File: config.mk
export PLATFORM = sky130hd
export DESIGN_NAME = dashed_line_rasterizer_core
export DESIGN_NICKNAME = d
export VERILOG_FILES = /design/src/hdl/dlr_pkg.sv /design/src/hdl/dlr_datapath.sv /design/src/hdl/dlr_ctrl.sv /design/src/hdl/dashed_line_rasterizer_core.sv
export SDC_FILE = /design/constraint.sdc
export NUM_CORES = 1
export LEC_CHECK = 0
export BUFFER_PORTS_ARGS = -buffer_cell sky130_fd_sc_hd__clkbuf_2
export CORE_UTILIZATION = 25
export CTS_BUF_LIST = sky130_fd_sc_hd__clkbuf_8
export DETAILED_ROUTE_END_ITERATION = 10
export SYNTH_ARGS = -nofsm -noshare
export SYNTH_HDL_FRONTEND = slang
export SYNTH_SLANG_ARGS = --single-unit
File: constraint.sdc
create_clock -name i_clk -period 21 [get_ports i_clk]
set_clock_uncertainty 0.2 [all_clocks]
set_input_delay 2.1 -clock i_clk [delete_from_list [all_inputs] [get_ports i_clk]]
set_output_delay 2.1 -clock i_clk [all_outputs]
set_load 0.03 [all_outputs]
File: src/hdl/dlr_pkg.sv
// Shared constants and types for the dashed line rasterizer.
// No dependencies; used by the controller, the datapath and the top level.
`default_nettype none

package dlr_pkg;

    // Fixed widths of the stream and configuration fields
    localparam int FIELD_W     = 8;
    localparam int DASH_W      = 8;
    localparam int COORD_W_DEF = 8;

    // Codes carried in the input tuser bit
    localparam logic KIND_LOAD = 1'b0;
    localparam logic KIND_STEP = 1'b1;

    // Commands from the controller to the datapath
    typedef struct packed {
        logic load;      // latch a new line, start phase division
        logic step;      // advance one pixel
        logic out_load;  // capture the current pixel into the output register
        logic cfg_wr;    // write dash_mode, restart phase division
        logic div_step;  // one iteration of the dash phase divider
    } t_ctl_cmd;

    // Status from the datapath to the controller
    typedef struct packed {
        logic line_active;
    } t_dp_status;

endpackage

`default_nettype wire

File: src/hdl/dlr_datapath.sv
// Datapath: line setup, Bresenham stepping, dash phase tracking and output register.
// Depends on dlr_pkg; driven by dlr_ctrl commands.
`default_nettype none

module dlr_datapath #(
    parameter int COORD_WIDTH = dlr_pkg::COORD_W_DEF
) (
    input  wire logic                          i_clk,
    input  wire logic                          i_rst_n,
    input  wire dlr_pkg::t_ctl_cmd             i_cmd,
    input  wire logic [dlr_pkg::FIELD_W-1:0]   i_start_x,
    input  wire logic [dlr_pkg::FIELD_W-1:0]   i_start_y,
    input  wire logic [dlr_pkg::FIELD_W-1:0]   i_end_x,
    input  wire logic [dlr_pkg::FIELD_W-1:0]   i_end_y,
    input  wire logic [dlr_pkg::DASH_W-1:0]    i_cfg_data,
    output dlr_pkg::t_dp_status                o_status,
    output logic [dlr_pkg::FIELD_W-1:0]        o_pixel_x,
    output logic [dlr_pkg::FIELD_W-1:0]        o_pixel_y,
    output logic                               o_draw,
    output logic                               o_last_pixel
);

    localparam int CW = COORD_WIDTH;
    localparam int EW = COORD_WIDTH + 2;
    localparam int DW = dlr_pkg::DASH_W;

    // line state
    logic [CW-1:0]        r_major_pos, r_minor_pos, r_major_stop;
    logic [CW-1:0]        r_major_delta, r_minor_delta;
    logic signed [EW-1:0] r_error;
    logic                 r_minor_down, r_swapped, r_active;
    // dash register and phase (remainder and quotient parity of major_pos / len)
    logic signed [DW-1:0] r_dash;
    logic [DW-1:0]        r_rem;
    logic                 r_q;
    logic [CW-1:0]        r_shift;
    // output register
    logic [dlr_pkg::FIELD_W-1:0] r_px, r_py;
    logic                        r_draw, r_last;

    // setup
    logic [CW-1:0] a0, b0, a1, b1, da, db;
    logic [CW-1:0] sa0, sb0, sa1, sb1, sda, sdb;
    logic [CW-1:0] na0, nb0, na1, nb1, nstop;
    logic          swap;
    // stepping
    logic                 last_now, draw_now;
    logic [CW-1:0]        px_now, py_now;
    logic signed [EW-1:0] err_sub, err_next;
    // dash phase
    logic [DW-1:0]        len;
    logic [DW:0]          div_t, phase_inc;
    logic                 div_ge, phase_wrap;
    logic [DW-1:0]        div_rem;

    always_comb begin
        a0 = CW'(i_start_x);
        b0 = CW'(i_start_y);
        a1 = CW'(i_end_x);
        b1 = CW'(i_end_y);
        da = (a0 > a1) ? a0 - a1 : a1 - a0;
        db = (b0 > b1) ? b0 - b1 : b1 - b0;
        swap = db > da;
        sa0 = swap ? b0 : a0;
        sb0 = swap ? a0 : b0;
        sa1 = swap ? b1 : a1;
        sb1 = swap ? a1 : b1;
        sda = swap ? db : da;
        sdb = swap ? da : db;
        // order so the major coordinate rises
        if (sa0 > sa1) begin
            na0 = sa1; nb0 = sb1; na1 = sa0; nb1 = sb0;
        end else begin
            na0 = sa0; nb0 = sb0; na1 = sa1; nb1 = sb1;
        end
        // pull in an end at the coordinate maximum
        nstop = (na1 == {CW{1'b1}}) ? na1 - 1'b1 : na1;
    end

    always_comb begin
        last_now = r_major_pos == r_major_stop;
        px_now   = r_swapped ? r_minor_pos : r_major_pos;
        py_now   = r_swapped ? r_major_pos : r_minor_pos;
        // solid, or drawn on even quotient (positive) / odd quotient (negative)
        draw_now = (r_dash == '0) | (r_q ^ ~r_dash[DW-1]);
        err_sub  = r_error - $signed({2'b00, r_minor_delta});
        err_next = err_sub[EW-1] ? err_sub + $signed({2'b00, r_major_delta}) : err_sub;
    end

    always_comb begin
        len        = r_dash[DW-1] ? DW'(-r_dash) : DW'(r_dash);
        div_t      = {r_rem, r_shift[CW-1]};
        div_ge     = div_t >= {1'b0, len};
        div_rem    = div_ge ? DW'(div_t - {1'b0, len}) : DW'(div_t);
        phase_inc  = {1'b0, r_rem} + 1'b1;
        phase_wrap = phase_inc == {1'b0, len};
    end

    always_ff @(posedge i_clk) begin
        if (!i_rst_n) begin
            r_major_pos   <= '0;
            r_minor_pos   <= '0;
            r_major_stop  <= '0;
            r_major_delta <= '0;
            r_minor_delta <= '0;
            r_error       <= '0;
            r_minor_down  <= 1'b0;
            r_swapped     <= 1'b0;
            r_active      <= 1'b0;
            r_dash        <= '0;
            r_rem         <= '0;
            r_q           <= 1'b0;
            r_shift       <= '0;
        end else begin
            if (i_cmd.cfg_wr) begin
                r_dash  <= i_cfg_data;
                r_rem   <= '0;
                r_shift <= r_major_pos;
            end

            if (i_cmd.load) begin
                r_major_pos   <= na0;
                r_minor_pos   <= nb0;
                r_major_stop  <= nstop;
                r_major_delta <= sda;
                r_minor_delta <= sdb;
                r_error       <= EW'(sda >> 1);
                r_minor_down  <= !(nb1 > nb0);
                r_swapped     <= swap;
                r_active      <= na0 <= nstop;
                r_rem         <= '0;
                r_shift       <= na0;
            end else if (i_cmd.step && r_active) begin
                if (last_now) begin
                    r_active <= 1'b0;
                end else begin
                    r_error     <= err_next;
                    r_major_pos <= r_major_pos + 1'b1;
                    if (err_sub[EW-1]) begin
                        r_minor_pos <= r_minor_down ? r_minor_pos - 1'b1
                                                    : r_minor_pos + 1'b1;
                    end
                    // advance the dash phase with the major coordinate
                    if (phase_wrap) begin
                        r_rem <= '0;
                        r_q   <= ~r_q;
                    end else begin
                        r_rem <= DW'(phase_inc);
                    end
                end
            end

            if (i_cmd.div_step) begin
                r_rem   <= div_rem;
                r_q     <= div_ge;
                r_shift <= {r_shift[CW-2:0], 1'b0};
            end
        end
    end

    always_ff @(posedge i_clk) begin
        if (i_cmd.out_load) begin
            r_px   <= dlr_pkg::FIELD_W'(px_now);
            r_py   <= dlr_pkg::FIELD_W'(py_now);
            r_draw <= draw_now;
            r_last <= last_now;
        end
    end

    assign o_status.line_active = r_active;
    assign o_pixel_x    = r_px;
    assign o_pixel_y    = r_py;
    assign o_draw       = r_draw;
    assign o_last_pixel = r_last;

endmodule

`default_nettype wire

File: src/hdl/dlr_ctrl.sv
// Controller: handshakes, phase divider sequencing and output valid.
// Depends on dlr_pkg; commands dlr_datapath.
`default_nettype none

module dlr_ctrl #(
    parameter int COORD_WIDTH = dlr_pkg::COORD_W_DEF
) (
    input  wire logic                i_clk,
    input  wire logic                i_rst_n,
    input  wire logic                i_s_tvalid,
    input  wire logic                i_kind,
    output logic                     o_s_tready,
    input  wire logic                i_cfg_valid,
    output logic                     o_cfg_ready,
    output logic                     o_m_tvalid,
    input  wire logic                i_m_tready,
    input  wire dlr_pkg::t_dp_status i_status,
    output dlr_pkg::t_ctl_cmd        o_cmd
);

    localparam int CNT_W = $clog2(COORD_WIDTH);

    localparam logic ST_IDLE = 1'b0;
    localparam logic ST_DIV  = 1'b1;

    logic             r_state, n_state;
    logic [CNT_W-1:0] r_cnt, n_cnt;
    logic             r_out_valid, n_out_valid;
    logic             s_acc, cfg_acc;

    always_comb begin
        // configuration wins over a concurrent item
        o_cfg_ready = r_state == ST_IDLE;
        o_s_tready  = (r_state == ST_IDLE) && !i_cfg_valid && (!r_out_valid || i_m_tready);
        cfg_acc     = i_cfg_valid && o_cfg_ready;
        s_acc       = i_s_tvalid && o_s_tready;

        o_cmd.cfg_wr   = cfg_acc;
        o_cmd.load     = s_acc && (i_kind == dlr_pkg::KIND_LOAD);
        o_cmd.step     = s_acc && (i_kind == dlr_pkg::KIND_STEP);
        o_cmd.out_load = o_cmd.step && i_status.line_active;
        o_cmd.div_step = r_state == ST_DIV;

        n_state = r_state;
        n_cnt   = r_cnt;
        unique case (r_state)
            ST_IDLE: begin
                if (o_cmd.cfg_wr || o_cmd.load) begin
                    n_state = ST_DIV;
                    n_cnt   = CNT_W'(COORD_WIDTH - 1);
                end
            end
            ST_DIV: begin
                if (r_cnt == '0) begin
                    n_state = ST_IDLE;
                end else begin
                    n_cnt = r_cnt - 1'b1;
                end
            end
            default: n_state = ST_IDLE;
        endcase

        if (o_cmd.out_load) begin
            n_out_valid = 1'b1;
        end else if (i_m_tready) begin
            n_out_valid = 1'b0;
        end else begin
            n_out_valid = r_out_valid;
        end
    end

    always_ff @(posedge i_clk) begin
        if (!i_rst_n) begin
            r_state     <= ST_IDLE;
            r_cnt       <= '0;
            r_out_valid <= 1'b0;
        end else begin
            r_state     <= n_state;
            r_cnt       <= n_cnt;
            r_out_valid <= n_out_valid;
        end
    end

    assign o_m_tvalid = r_out_valid;

endmodule

`default_nettype wire

File: src/hdl/dashed_line_rasterizer_core.sv
// Top level of the dashed line rasterizer: controller plus datapath.
// Depends on dlr_pkg, dlr_ctrl and dlr_datapath.
`default_nettype none

// Bresenham line rasterizer with dash patterns. Send a load transfer
// (tuser = 0) with both endpoints, then one step transfer (tuser = 1) per
// pixel; each step of an active line returns one pixel transfer carrying its
// coordinates, a draw flag in tuser and tlast on the final pixel. A step with
// no active line returns nothing. A load, and every write of dash_mode, is
// followed by a divide phase in which the block takes no input: a restoring
// divider, one quotient bit per cycle, works out the dash phase (major
// coordinate divided by the dash length) so that later steps can track it
// with a simple counter. dash_mode: 0 solid, 1 dotted, above 1 dashes of
// that length, negative for inverted dashes. A pending configuration
// transfer has priority over an input transfer in the same cycle.
module dashed_line_rasterizer_core #(
    parameter int COORD_WIDTH = dlr_pkg::COORD_W_DEF
) (
    input  wire logic                              i_clk,
    input  wire logic                              i_rst_n,
    // input stream
    input  wire logic                              i_s_tvalid,
    output logic                                   o_s_tready,
    // tdata: start_x [7:0], start_y [15:8], end_x [23:16], end_y [31:24]
    input  wire logic [4*dlr_pkg::FIELD_W-1:0]     i_s_tdata,
    // tuser: kind [0]
    input  wire logic                              i_s_tuser,
    // output stream
    output logic                                   o_m_tvalid,
    input  wire logic                              i_m_tready,
    // tdata: pixel_x [7:0], pixel_y [15:8]
    output logic [2*dlr_pkg::FIELD_W-1:0]          o_m_tdata,
    // tuser: draw [0]
    output logic                                   o_m_tuser,
    output logic                                   o_m_tlast,
    // configuration write channel (dash_mode)
    input  wire logic                              i_cfg_valid,
    output logic                                   o_cfg_ready,
    input  wire logic [dlr_pkg::DASH_W-1:0]        i_cfg_data
);

    localparam int FW = dlr_pkg::FIELD_W;

    dlr_pkg::t_ctl_cmd   cmd;
    dlr_pkg::t_dp_status status;

    dlr_ctrl #(
        .COORD_WIDTH (COORD_WIDTH)
    ) u_ctrl (
        .i_clk       (i_clk),
        .i_rst_n     (i_rst_n),
        .i_s_tvalid  (i_s_tvalid),
        .i_kind      (i_s_tuser),
        .o_s_tready  (o_s_tready),
        .i_cfg_valid (i_cfg_valid),
        .o_cfg_ready (o_cfg_ready),
        .o_m_tvalid  (o_m_tvalid),
        .i_m_tready  (i_m_tready),
        .i_status    (status),
        .o_cmd       (cmd)
    );

    dlr_datapath #(
        .COORD_WIDTH (COORD_WIDTH)
    ) u_datapath (
        .i_clk        (i_clk),
        .i_rst_n      (i_rst_n),
        .i_cmd        (cmd),
        .i_start_x    (i_s_tdata[FW-1:0]),
        .i_start_y    (i_s_tdata[2*FW-1:FW]),
        .i_end_x      (i_s_tdata[3*FW-1:2*FW]),
        .i_end_y      (i_s_tdata[4*FW-1:3*FW]),
        .i_cfg_data   (i_cfg_data),
        .o_status     (status),
        .o_pixel_x    (o_m_tdata[FW-1:0]),
        .o_pixel_y    (o_m_tdata[2*FW-1:FW]),
        .o_draw       (o_m_tuser),
        .o_last_pixel (o_m_tlast)
    );

endmodule

`default_nettype wire
==> results list <==
- The flow ran to the end, and the final reports show no timing, DRC or antenna violations.
- The first global-routing pass estimated 46100 µm of wire.
* Post-synthesis cell area: 9560 µm²
- After synthesis, the share of flip-flops with an asynchronous set or reset is 0%.
- Fill cell total of the finished layout: 4118
- Setup slack of the critical path after layout: 9.52 ns
* Tot GR Track Use: 14.9%
- Final hold violation count: 0
- Synthesis produced a netlist whose cell count is 1190.
- Pin count of the biggest net entering global routing: 82
- Vias per cell: 5.03
- Maximum level of the CTS H-tree: 3
- Counting instances, the worst hold path has a depth of 2.
* R2r setup slk: 16.67 ns
- In this run the worst path has a maximum fanout of 39.
* Placement Setup Slack: 9.28 ns
* Postcts setup bufs: 0
* Y dimension of the die: 198 µm
- The synthesized design contains 18 enable-type register cells.
* Post-route non-filler standard cell count: 1726
- After detailed routing, the average wire length per cell comes to 16.5 µm.
* Total wire length after detailed routing: 28500 µm
- After the last flow step, the layout net total stands at 1359.
* Top Family by Delay on Critical Path: compound AO/OA/AOI/OAI gates
* Mapped Nets: 1339
- Setup Total Neg Slack: 0 ns
- Cell taking the most area after synthesis: sky130_fd_sc_hd__dfxtp_1
- Measured against its own limit, the worst slew margin works out to 31.2%.
- After synthesis, the most frequently instantiated cells are sky130_fd_sc_hd__nand2_1 (135), sky130_fd_sc_hd__ha_1 (95), sky130_fd_sc_hd__a21oi_1 (94).
- Detail Route Antenna Nets: 0
* Io pins: 67
- Type of the worst setup path: input port to flop
- Peak supply drop: 0.0000680 V
- Setup violations remaining at the end of the flow were counted as 0.
* Pleak: 4.49 nW
* Residual DRC count: 0
* Sequential cell area fraction in the yosys report: 23.0%
- Worst slew pin tran: 1.03 ns
- The floorplan has 71 rows.
- Summed over its instances, the top area cell type makes up 17.4% of the synthesized netlist area.
- Die ar.: 39000 µm²
- Clock-pin slew was measured on the worst setup and hold paths at 0.11 ns.
* DP Cell Count: 1710
- Count of buffer and inverter cells on the critical path: 5
- Final total power: 1.19 mW
- Synth unique cells: 82
- Worst-case clock buffer depth: 2
- Reg2Reg Launch Point: u_datapath.r_dash[0]$_SDFFE_PN0P_
* Mean area per synthesized cell: 8.04 µm²
* Startpoint kind of the worst setup timing path: input port
- Antenna diode count: 0
* Hold slack: 0.274 ns
- At the worst endpoint, the required time is 21.13 ns.
* Area inside the core boundary: 37700 µm²
- Ranked by total cell area, the synthesized netlist is headed by sky130_fd_sc_hd__dfxtp_1 (17%), sky130_fd_sc_hd__ha_1 (12%), sky130_fd_sc_hd__edfxtp_1 (5.7%).
- Once the clock tree was built, the resizer swapped 0 gates to a different size.
- Synthesis inferred 101 register bits.
* Sort of element at the end of the critical path: flop
- Vias: 8677
- Die span in x: 198 µm
- In this run the critical register-to-register path is captured at u_datapath.r_rem[2]$_SDFF_PN0_.
* # clock sinks: 101
- Number of buffer cells added on primary ports: 66
- Routability-driven placement finished with a final weighted congestion of 0.934.
- The number of antenna violations at the first check in global routing came to 0.
* Start point of the worst hold path: u_datapath.r_minor_delta[1]$_SDFFE_PN0P_
- In this run, CTS created clock tree buffers numbering 9.
- Number of warnings printed during yosys synthesis: 0
- The number of global-route vias before repair came to 8321.
* CTS Root Buffer Type: sky130_fd_sc_hd__clkbuf_8
- TritonCTS built the clock tree.
- Depth of the worst register-to-register path: 13
- Detailed placement HPWL: 22300 µm
* Clock period minus worst slack: 11.48 ns
- Proportion of layout cells with a drive suffix above 1: 11.9%
- Data arrives at the worst endpoint at 11.61 ns.
* Final clock period utilization by the worst path: 54.7%
* Initial drt markers: 672
- Dividing total power by cell area gives a power density of 113 nW/µm².
- Effective utilization at floorplan: 25.4%
- Dominant cell by count in the synthesized netlist: sky130_fd_sc_hd__nand2_1
* Layout Area Growth over Synthesis: 10.3%
- For this run, the top clock speed supported by timing is 0.0871 GHz.
* Reported max-cap violation count: 0
* Top_reg_cell synth: sky130_fd_sc_hd__dfxtp_1
- Unrepaired setup endpoints after global routing: no
- Count of hold buffers inserted by post-cts repair: 0
- Largest stage delay, worst path: 0.82 ns
- Total overflow reported by the global router: 0
- Clock insertion delay at the later pin of the skew report: 0.39 ns
- The min-delay analysis places its worst path in the category flop to flop.
- Router iterations before antenna repair: 5
* Max Transition Viols Final: 0
* Slowest library cell on the worst path: sky130_fd_sc_hd__o21bai_1
- Hold worst-path end: u_datapath.r_minor_delta[1]$_SDFFE_PN0P_
-- how the worst max path moves through the flow --
stage	slack, ns	from	end	cells past startpoint
2_1_floorplan	11.67	i_s_tdata[2]	u_datapath.r_minor_down$_SDFFE_PN0P_	41
3_3_place_gp	9.56	i_s_tdata[17]	u_datapath.o_status$_SDFFE_PN0P_	36
3_5_place_dp	9.28	i_s_tdata[17]	u_datapath.o_status$_SDFFE_PN0P_	36
4_1_cts	9.62	i_s_tdata[17]	u_datapath.o_status$_SDFFE_PN0P_	36
5_1_grt	8.77	i_s_tdata[17]	u_datapath.o_status$_SDFFE_PN0P_	36
6_report	9.52	i_s_tdata[17]	u_datapath.o_status$_SDFFE_PN0P_	36
-- metrics by stage --
step                      cell area (µm²)  utilization, %
after floorplan                      9560               -
after global placement              10400            27.5
after detailed placement            10400            27.5
after CTS                           10500            28.0
after global routing                10500            28.0
final                               10500            28.0
-- cell type report --
| type | instances | area (µm²) | area share (%) |
|---|---|---|---|
| well taps | 511 | 639 | 6.06 |
| clock inverters | 7 | 67.6 | 0.641 |
| multi-input cells | 938 | 6790 | 64.4 |
| clock buffers | 9 | 124 | 1.17 |
| repair buffers | 77 | 413 | 3.92 |
| inverters | 83 | 312 | 2.95 |
| flip-flops and latches | 101 | 2200 | 20.9 |
-- report_power, final --
group          switching [mW]  internal [mW]
Combinational           0.508          0.320
Clock                  0.0798         0.0463
Sequential             0.0195          0.214
-- worst reg2reg max path, cell delays in order, from the launching register on --
cell and delay (ns):
sky130_fd_sc_hd__dfxtp_1 0.50, sky130_fd_sc_hd__inv_1 0.11, sky130_fd_sc_hd__ha_1 0.29, sky130_fd_sc_hd__mux2i_1 0.41, sky130_fd_sc_hd__ha_1 0.34, sky130_fd_sc_hd__nor2b_1 0.13
sky130_fd_sc_hd__o21ai_0 0.22, sky130_fd_sc_hd__a21boi_1 0.13, sky130_fd_sc_hd__o21ai_0 0.28, sky130_fd_sc_hd__a21boi_1 0.18, sky130_fd_sc_hd__o31ai_2 0.82, sky130_fd_sc_hd__mux2_2 0.42
sky130_fd_sc_hd__a22oi_1 0.14, sky130_fd_sc_hd__nor2b_1 0.06
-- logic make-up after synthesis --
| family | count (synthesis) | share of synthesized area, % |
|---|---|---|
| flops | 101 | 23.0 |
| xor+xnor | 70 | 6.41 |
| buf+inv | 151 | 6.29 |
| compound gates | 369 | 26.2 |
| mux | 77 | 8.39 |
| fa+ha+maj | 103 | 14.1 |
| simple gates | 319 | 15.6 |
-- sequential cells by signal, indices dropped and copies added, names as in the netlist --
name and count:
u_datapath.r_minor_delta 8, u_ctrl.r_cnt 3, u_datapath.r_rem 8, u_ctrl.o_m_tvalid 1, u_datapath.r_dash 8, u_datapath.o_last_pixel 1, u_datapath.r_q 1, u_datapath.o_pixel_x 8
u_datapath.r_minor_pos 8, u_datapath.o_status 1, u_datapath.r_error 10, u_datapath.r_major_delta 8, u_datapath.r_major_pos 8, u_datapath.r_minor_down 1, u_datapath.o_pixel_y 8, u_datapath.r_major_stop 8
u_datapath.o_draw 1, u_ctrl.r_state 1, u_datapath.r_swapped 1, u_datapath.r_shift 8
-- layout by cell type, fill, tap and decap left out, types with 9 or more instances in the layout --
master,instances
sky130_fd_sc_hd__nand2_1,135
sky130_fd_sc_hd__ha_1,95
sky130_fd_sc_hd__a21oi_1,93
sky130_fd_sc_hd__inv_1,83
sky130_fd_sc_hd__dfxtp_1,83
sky130_fd_sc_hd__o21ai_0,78
sky130_fd_sc_hd__clkbuf_2,66
sky130_fd_sc_hd__nor2_1,63
sky130_fd_sc_hd__mux2i_1,52
sky130_fd_sc_hd__xnor2_1,44
sky130_fd_sc_hd__xor2_1,26
sky130_fd_sc_hd__nand3_1,25
sky130_fd_sc_hd__mux2_2,23
sky130_fd_sc_hd__a21boi_0,23
sky130_fd_sc_hd__o211ai_1,21
sky130_fd_sc_hd__a211oi_1,18
sky130_fd_sc_hd__edfxtp_1,18
sky130_fd_sc_hd__o21a_1,16
sky130_fd_sc_hd__a21o_1,15
sky130_fd_sc_hd__nor3_1,15
sky130_fd_sc_hd__nor2b_1,14
sky130_fd_sc_hd__nand4_1,12
sky130_fd_sc_hd__o211a_1,11
sky130_fd_sc_hd__o21bai_1,11
sky130_fd_sc_hd__and2_1,11
sky130_fd_sc_hd__buf_4,11
sky130_fd_sc_hd__a22oi_1,9
sky130_fd_sc_hd__clkbuf_8,9
-- per-layer routing --
layer	vias to the layer above	wire [µm]	GRT usage [%]
met5	-	0	0
met4	0	514	3.42
li1	4305	-	-
met3	28	1740	2.41
met2	252	12700	23.5
met1	4092	13600	21.0
(Power assumes the default switching activity.)
